**src/rtl/grc_pkg.sv**
```systemverilog
// ----------------------------------------------------------------------------
// grc_pkg
// Shared types and constants of the grid ray caster.
// ----------------------------------------------------------------------------
package grc_pkg;

  localparam int MAP_W      = 6;
  localparam int ADDR_W     = 2 * MAP_W;
  localparam int COL_W      = 10;
  localparam int POS_W      = 22;
  localparam int VEC_W      = 18;
  localparam int FRAC_BITS  = 16;
  localparam int CELL_W     = 8;
  localparam int ROW_W      = 9;
  localparam int DIV_W      = 40;
  localparam int CFG_IDX_W  = 3;
  localparam int CFG_DATA_W = 22;

  localparam int SCREEN_WIDTH  = 640;
  localparam int SCREEN_HEIGHT = 480;

  // The column times 2^17 over the screen width equals the column times
  // CAM_RECIP shifted right by CAM_SHIFT for every 10-bit column.
  localparam int CAM_RECIP = 838861;
  localparam int CAM_SHIFT = 12;

  localparam logic [31:0]    STEP_SAT = 32'hFFFF_FFFF;
  localparam logic [POS_W-1:0] DIST_MAX = 22'h3F_FFFF;

  localparam logic REQ_WRITE = 1'b0;
  localparam logic REQ_CAST  = 1'b1;

  localparam logic [CFG_IDX_W-1:0] CFG_POS_X   = 3'd0;
  localparam logic [CFG_IDX_W-1:0] CFG_POS_Y   = 3'd1;
  localparam logic [CFG_IDX_W-1:0] CFG_DIR_X   = 3'd2;
  localparam logic [CFG_IDX_W-1:0] CFG_DIR_Y   = 3'd3;
  localparam logic [CFG_IDX_W-1:0] CFG_PLANE_X = 3'd4;
  localparam logic [CFG_IDX_W-1:0] CFG_PLANE_Y = 3'd5;

  typedef struct packed {
    logic              req_type;
    logic [COL_W-1:0]  column;
    logic [MAP_W-1:0]  cell_x;
    logic [MAP_W-1:0]  cell_y;
    logic [CELL_W-1:0] cell_value;
  } grc_req_t;

  typedef struct packed {
    logic [COL_W-1:0]  column_out;
    logic [MAP_W-1:0]  hit_x;
    logic [MAP_W-1:0]  hit_y;
    logic [CELL_W-1:0] wall_value;
    logic              hit_side;
    logic [POS_W-1:0]  wall_distance;
    logic [ROW_W-1:0]  row_top;
    logic [ROW_W-1:0]  row_bottom;
    logic              left_map;
  } grc_res_t;

  typedef enum logic [3:0] {
    ST_CLEAR, ST_IDLE, ST_CAM, ST_MULX, ST_MULY, ST_RAY, ST_DIVX, ST_DIVY,
    ST_SDX, ST_SDY, ST_SDY2, ST_WSTEP, ST_WREAD, ST_DIST, ST_LH, ST_OUT
  } grc_state_t;

endpackage

```
**src/rtl/grc_div.sv**
```systemverilog
// ----------------------------------------------------------------------------
// grc_div
// Restoring unsigned divider, one quotient bit per cycle.
// ----------------------------------------------------------------------------
module grc_div import grc_pkg::*; (
  input  logic             clk,
  input  logic             rst,
  input  logic             start,
  input  logic [DIV_W-1:0] dividend,
  input  logic [DIV_W-1:0] divisor,
  output logic [DIV_W-1:0] quotient,
  output logic             done
);

  logic [DIV_W-1:0]   rem;
  logic [DIV_W-1:0]   dvs;
  logic [5:0]         cnt;
  logic               busy;
  logic [DIV_W:0]     shifted;
  logic               fits;

  assign shifted = {rem, quotient[DIV_W-1]};
  assign fits    = shifted >= {1'b0, dvs};

  always_ff @(posedge clk) begin
    if (rst) begin
      busy <= 1'b0;
      done <= 1'b0;
      cnt  <= '0;
    end else begin
      done <= 1'b0;
      if (start) begin
        busy <= 1'b1;
        cnt  <= 6'(DIV_W);
      end else if (busy) begin
        cnt <= cnt - 6'd1;
        if (cnt == 6'd1) begin
          busy <= 1'b0;
          done <= 1'b1;
        end
      end
    end
  end

  always_ff @(posedge clk) begin
    if (start) begin
      rem      <= '0;
      dvs      <= divisor;
      quotient <= dividend;
    end else if (busy) begin
      if (fits) begin
        rem      <= DIV_W'(shifted - {1'b0, dvs});
        quotient <= {quotient[DIV_W-2:0], 1'b1};
      end else begin
        rem      <= shifted[DIV_W-1:0];
        quotient <= {quotient[DIV_W-2:0], 1'b0};
      end
    end
  end

endmodule

```
**config.mk**
```make
export PLATFORM = sky130hd
export DESIGN_NAME = grc_div
export DESIGN_NICKNAME = d
export VERILOG_FILES = /design/src/rtl/grc_pkg.sv /design/src/rtl/grc_div.sv
export SDC_FILE = /design/constraint.sdc
export NUM_CORES = 1
export LEC_CHECK = 0
export BUFFER_PORTS_ARGS = -buffer_cell sky130_fd_sc_hd__clkbuf_2
export CORE_MARGIN = 5
export CORE_UTILIZATION = 53
export DETAILED_ROUTE_END_ITERATION = 16
export PLACE_DENSITY = 0.88
export REMOVE_ABC_BUFFERS = 1
export SKIP_LAST_GASP = 1
export SYNTH_ARGS = -nofsm -noshare
export SYNTH_HDL_FRONTEND = slang
export SYNTH_SLANG_ARGS = --single-unit
```
**constraint.sdc**
```tcl
create_clock -name clk -period 3.2 [get_ports clk]
set_input_delay 0.64 -clock clk [delete_from_list [all_inputs] [get_ports clk]]
set_output_delay 0.64 -clock clk [all_outputs]
set_load 0.1 [all_outputs]
```
==> flow_metrics.env, run 1 <==
export IMPL_design_core_area_um2=13930
export IMPL_wl_um=18000
export IMPL_worst_pin_slew_ps=584.2
export IMPL_first_global_vias=6281
export IMPL_cts_tree="yes"
export IMPL_min_path_type="in2reg"
export IMPL_setup_viol=0
export IMPL_cpPeakStageDelay_ps=430
export IMPL_ioPinCount=124
export IMPL_r2r_start="quotient[39]$_DFFE_PP_"
export IMPL_final_cell_area_um2=9059
export IMPL_slew_viol_final=0
export IMPL_yosysTopAreaCell="edfxtp_1"
export IMPL_place_ws_ps=12.50
export IMPL_grt_overflow=0
export IMPL_start_util=0.5439
export IMPL_finalHoldViolations=0
export IMPL_htreeDepth=4
export IMPL_io_buffers=123
export IMPL_cp_num_buf_inv=1
export IMPL_nets=1017
export IMPL_end_kind="flip-flop"
export IMPL_p_leak_nw=3.938
export IMPL_cp_cell_sequence="inv_1 -> ha_1 -> fa_1 -> and2b_1 -> o2111ai_1 -> a21boi_2 -> o41ai_2 -> o31ai_1 -> a221oi_1 -> mux2_2 -> a211oi_2"
export IMPL_cts_made_buffers=17
export IMPL_ant_nets=0
export IMPL_synth_async_reset_ratio=0
export IMPL_num_vias=6224
export IMPL_clock_sinks=128
export IMPL_drc=0
export IMPL_crit_slowest_cell="o41ai_2"
export IMPL_synth_edf_count=80
export IMPL_ys_ff_latch=128
export IMPL_die_area_um2=16790
export IMPL_reg2reg_depth=11
export IMPL_critPathMaxFanout=3
export IMPL_syn_to_final_growth_pct=19.53
export IMPL_crit_family="compound AO/OA/AOI/OAI gates"
export IMPL_ir_drop_mv=0.4679
export IMPL_cp_depth=11
export IMPL_status="finished, final reports clean"
export IMPL_worstSetupEndpoint="rem[36]$_SDFFE_PP0P_"
export IMPL_start_kind="flip-flop"
export IMPL_synth_seq_area_share=0.4438
export IMPL_place_inst=1051
export IMPL_drt_iter0_markers=521
export IMPL_vias_per_cell=5.742
export IMPL_clockRootBuffer="clkbuf_16"
export IMPL_total_power_mw=5.511
export IMPL_crit_arrival_ps=3380
export IMPL_die_x_um=129.6
export IMPL_clkLatencyLatePin_ps=420
export IMPL_syn_area_um2=7579
export IMPL_maxSlewHeadroom=0.6106
export IMPL_clk_pin_slew_worst_paths_ps=60
export IMPL_synth_main_ff_cell="edfxtp_1"
export IMPL_skew_ps=9.770
export IMPL_fin_util=0.6501
export IMPL_startpoint="quotient[39]$_DFFE_PP_"
export IMPL_finalWorstSetupSlack_ps=160.0
export IMPL_power_density_nw_per_um2=608.3
export IMPL_synth_cells=767
export IMPL_worstSetupPathType="reg2reg"
export IMPL_yosys_top_cells_area="edfxtp_1, dfxtp_1, ha_1, mux2_2, a21oi_1"
export IMPL_rsz0062_at_grt="true"
export IMPL_max_cap_violations=0
export IMPL_min_period_ps=3040
export IMPL_grt_max_degree=70
export IMPL_antenna_cells=0
export IMPL_grt_pass1_wl_um=29790
export IMPL_finalNonFillerCells=1084
export IMPL_yosysTopAreaCellShare=0.3170
export IMPL_finalCritPeriodShare=0.9500
export IMPL_rows=43
export IMPL_wl_per_cell_um=16.61
export IMPL_gp_congestion=0.9282
export IMPL_synth_warnings=0
export IMPL_grt_use_total=0.2223
export IMPL_yosys_top_cells_count="edfxtp_1, nor2_1, a21oi_1, inv_1, dfxtp_1"
export IMPL_dp_hpwl_um=12930
export IMPL_layout_drive_gt1_share=0.2633
export IMPL_grt_antenna_before_repair=0
export IMPL_crit_required_ps=3540
export IMPL_reg2reg_to="rem[36]$_SDFFE_PP0P_"
export IMPL_firstDrtPassIters=5
export IMPL_ys_types=63
export IMPL_die_h_um=129.6
export IMPL_dpl_instance_area_um2=8449
export IMPL_clockBufferDepth=2
export IMPL_r2r_slack_ps=160
export IMPL_max_freq_ghz=0.3289
export IMPL_synth_avg_cell_area_um2=9.881
worst reg2reg max path, cell delays in order (launching register included):
cell	delay [ps]
edfxtp_1	400
inv_1	70
ha_1	180
fa_1	180
and2b_1	210
o2111ai_1	280
a21boi_2	130
o41ai_2	430
o31ai_1	190
a221oi_1	340
mux2_2	390
a211oi_2	170
flip-flops by register name (all words and copies together) (netlist names):
register	count
done	1
busy	1
rem	40
dvs	40
quotient	40
cnt	6
layout make-up:
| type | instances | area, µm² |
|---|---|---|
| fill | 1098 | 4876 |
| multi-input combinational | 545 | 3869 |
| sequential | 128 | 3364 |
| timing repair buffer | 148 | 830.8 |
| clock buffer | 21 | 471.7 |
| tap | 180 | 225.2 |
| inverter | 51 | 191.4 |
| clock inverter | 11 | 106.4 |
logic make-up after synthesis:
family | Yosys count | share of synthesized area
muxes | 55 | 0.07958
xor gates and xnor gates | 32 | 0.03698
DFF | 128 | 0.4438
buffers and inverters | 94 | 0.04887
adders and majority gates | 43 | 0.07198
AOI/OAI and AO/OA | 210 | 0.1887
and+or+nand+nor | 205 | 0.1301
metrics by stage:
| step | setup TNS [ps] | hold WS, ps |
|---|---|---|
| final | 0 | 394.2 |
| after global routing | -154.2 | 375.7 |
| after CTS | 0 | 380.0 |
| after detailed placement | 0 | 483.8 |
| after global placement | 0 | 480.0 |
| after floorplan | -13950 | 462.0 |
placed cells by master, fill, tap and decap left out, types with 27 or more instances in the layout:
| master | n |
|---|---|
| a21oi_1 | 66 |
| nor2_1 | 80 |
| edfxtp_1 | 80 |
| dfxtp_1 | 47 |
| ha_1 | 42 |
| inv_1 | 51 |
| a21o_1 | 27 |
| nand2_1 | 43 |
| a211oi_1 | 29 |
| mux2_2 | 41 |
| clkbuf_2 | 122 |
power breakdown:
| group | switching, mW | total (mW) | internal, mW |
|---|---|---|---|
| clock network | 0.750 | 1.89 | 1.14 |
| logic | 1.06 | 1.60 | 0.532 |
| registers | 0.0995 | 2.02 | 1.92 |
| total | 1.91 | 5.51 | 3.60 |
per-layer routing:
layer	track usage	share of wire	up-vias
met3	0.07131	0.078	32
met1	0.2709	0.42	2891
met2	0.3700	0.48	234
met4	0.08191	0.023	0
li1	-	-	3067
met5	0	0	-
worst min path at each step:
stage	startpoint	endpoint	slack [ps]	cells past startpoint
after floorplan	rem[15]$_SDFFE_PP0P_	rem[15]$_SDFFE_PP0P_	460	2
after global placement	rem[15]$_SDFFE_PP0P_	rem[15]$_SDFFE_PP0P_	480	2
after detailed placement	rem[15]$_SDFFE_PP0P_	rem[15]$_SDFFE_PP0P_	480	2
after CTS	divisor[28]	dvs[28]$_DFFE_PP_	380	1
after global routing	divisor[34]	dvs[34]$_DFFE_PP_	380	1
final	divisor[2]	dvs[2]$_DFFE_PP_	390	1
what timing repair did:
item / 4_1_cts / 5_1_grt
hold buffers: 0 / 0
gates resized for setup: 1 / 3
setup buffers: 0 / 1
setup endpoints to repair: 1 / 6
pin swaps: 0 / 1
No activity file was read; power rests on OpenSTA's default activity.
==> run 2, diff against run 1 <==
- CORE_UTILIZATION: 53 -> 43
- PLACE_DENSITY: 0.88 -> 0.76
==> flow_metrics.env, run 2 (same netlist as run 1, synthesis figures left out) <==
export IMPL_status="finished, final reports clean"
export IMPL_end_kind="flip-flop"
export IMPL_max_freq_ghz=0.3307
export IMPL_clockRootBuffer="clkbuf_16"
export IMPL_postCtsSetupBuffers=0
export IMPL_fill_cells=1565
export IMPL_num_vias=6071
export IMPL_min_path_type="in2reg"
export IMPL_crit_slowest_cell="ha_1"
export IMPL_final_common_cell="clkbuf_2"
export IMPL_startpoint="dvs[29]$_DFFE_PP_"
export IMPL_hold_ws_ps=390.2
export IMPL_finalCritPeriodShare=0.9449
export IMPL_multiInputGateArea_um2=3866
export IMPL_clkLatencyLatePin_ps=420
export IMPL_clockBufferDepth=2
export IMPL_htreeDepth=4
export IMPL_r2r_slack_ps=180
export IMPL_rsz0062_at_grt="false"
export IMPL_reg2reg_to="rem[34]$_SDFFE_PP0P_"
export IMPL_slew_viol_final=0
export IMPL_syn_to_final_growth_pct=19.75
export IMPL_rows=48
export IMPL_regArea_um2=3364
export IMPL_dp_hpwl_um=12720
export IMPL_die_h_um=142.8
export IMPL_top_regs="dvs x40, quotient x40, rem x40"
export IMPL_place_inst=1091
export IMPL_worstSetupEndpoint="rem[34]$_SDFFE_PP0P_"
export IMPL_start_util=0.4382
export IMPL_firstDrtPassIters=4
export IMPL_nets=1011
export IMPL_antenna_cells=0
export IMPL_grt_pass1_wl_um=29190
export IMPL_clock_sinks=128
export IMPL_grt_max_degree=131
export IMPL_worstSetupPathType="reg2reg"
export IMPL_finalHoldViolations=0
export IMPL_first_global_vias=6007
export IMPL_grt_antenna_before_repair=0
export IMPL_max_cap_violations=0
export IMPL_reg2reg_depth=12
export IMPL_gp_congestion=0.8937
export IMPL_wl_um=17650
export IMPL_grt_overflow=0
export IMPL_power_density_nw_per_um2=608.0
export IMPL_critPathMaxFanout=39
export IMPL_maxSlewHeadroom=0.4823
export IMPL_drt_iter0_markers=388
export IMPL_die_area_um2=20380
export IMPL_die_x_um=142.8
export IMPL_setup_viol=0
export IMPL_r2r_start="dvs[29]$_DFFE_PP_"
export IMPL_vias_per_cell=5.406
export IMPL_layout_drive_gt1_share=0.2628
export IMPL_crit_arrival_ps=3370
export IMPL_wl_per_cell_um=15.72
export IMPL_finalNonFillerCells=1123
export IMPL_grt_use_total=0.1777
export IMPL_p_leak_nw=3.921
export IMPL_worst_pin_slew_ps=776.6
export IMPL_ioPinCount=124
export IMPL_final_cell_mix="clkbuf_2, nor2_1, edfxtp_1"
export IMPL_design_core_area_um2=17300
export IMPL_cts_made_buffers=17
export IMPL_cts_tree="yes"
export IMPL_cpPeakStageDelay_ps=390
export IMPL_drc=0
export IMPL_crit_required_ps=3540
export IMPL_skew_ps=9.800
export IMPL_min_period_ps=3024
export IMPL_io_buffers=123
export IMPL_start_kind="flip-flop"
export IMPL_clk_pin_slew_worst_paths_ps=60
export IMPL_cp_cell_sequence="inv_1 -> ha_1 -> and3_1 -> and4_4 -> nand4_1 -> o31ai_2 -> nor3b_1 -> a21o_1 -> buf_12 -> a2111oi_4 -> a221oi_2 -> a211oi_2"
export IMPL_ant_nets=0
export IMPL_ir_drop_mv=0.4802
-- run 2: cell types whose count changed in the layout (fill, tap and decap cells not counted), sizes merged --
| cell | previous run | this run |
|---|---|---|
| buf | 26 | 20 |
| inv | 53 | 59 |
| clkbuf | 143 | 140 |
| clkinvlp | 3 | 1 |
| clkinv | 5 | 4 |
-- run 2: stage by stage --
stage	utilization	setup TNS [ps]	area [µm²]	power, mW	worst slack (ps)
finish	0.5247	0	9075	5.518	176.2
global route	0.5247	0	9075	5.797	8.145
CTS	0.5234	0	9054	5.556	126.8
detailed placement	0.4896	0	8468	3.607	142.7
global placement	0.4896	0	8468	3.584	200.8
floorplan	-	-13950	7400	3.224	-613.5
-- run 2: worst min-delay path by stage --
| stage | startpoint | endpoint | slack [ps] | cells after the start |
|---|---|---|---|---|
| 2_1_floorplan | rem[15]$_SDFFE_PP0P_ | rem[15]$_SDFFE_PP0P_ | 460 | 2 |
| 3_3_place_gp | rem[15]$_SDFFE_PP0P_ | rem[15]$_SDFFE_PP0P_ | 480 | 2 |
| 3_5_place_dp | rem[15]$_SDFFE_PP0P_ | rem[15]$_SDFFE_PP0P_ | 490 | 2 |
| 4_1_cts | divisor[8] | dvs[8]$_DFFE_PP_ | 370 | 1 |
| 5_1_grt | divisor[0] | dvs[0]$_DFFE_PP_ | 360 | 1 |
| 6_report | divisor[8] | dvs[8]$_DFFE_PP_ | 390 | 1 |
-- run 2: final cells by class --
type	count	area share
multi-input combinational	545	0.4260
clock inverter	14	0.01613
clock buffer	18	0.04839
inverter	51	0.02109
tap	225	0.03102
sequential	128	0.3707
timing repair buffer	142	0.08658
-- run 2: power breakdown --
part           switching [mW]  internal, mW  leakage, nW
clock network           0.811          1.12        0.288
logic                    1.05         0.522         2.44
registers              0.0903          1.92         1.19
total                    1.95          3.56         3.92
-- run 2: routing by layer --
layer | track usage | up-vias | share of wire
met3 | 0.06463 | 23 | 0.073
met2 | 0.2814 | 157 | 0.46
met5 | 0 | - | 0
met1 | 0.2279 | 2846 | 0.45
li1 | - | 3045 | -
met4 | 0.05503 | 0 | 0.016
-- run 2: what timing repair did --
item                                    in CTS  in global routing
hold buffers                                 0                  0
endpoints found under the setup margin       0                  7
resized for setup                            0                  5
-- run 2: critical path, delay by kind of cell (launching register included) --
| family | cells | cell delay (ps) |
|---|---|---|
| AOI/OAI and AO/OA | 5 | 1180 |
| and+or+nand+nor | 4 | 820 |
| adders and majority gates | 1 | 390 |
| DFF | 1 | 320 |
| buffers and inverters | 2 | 220 |
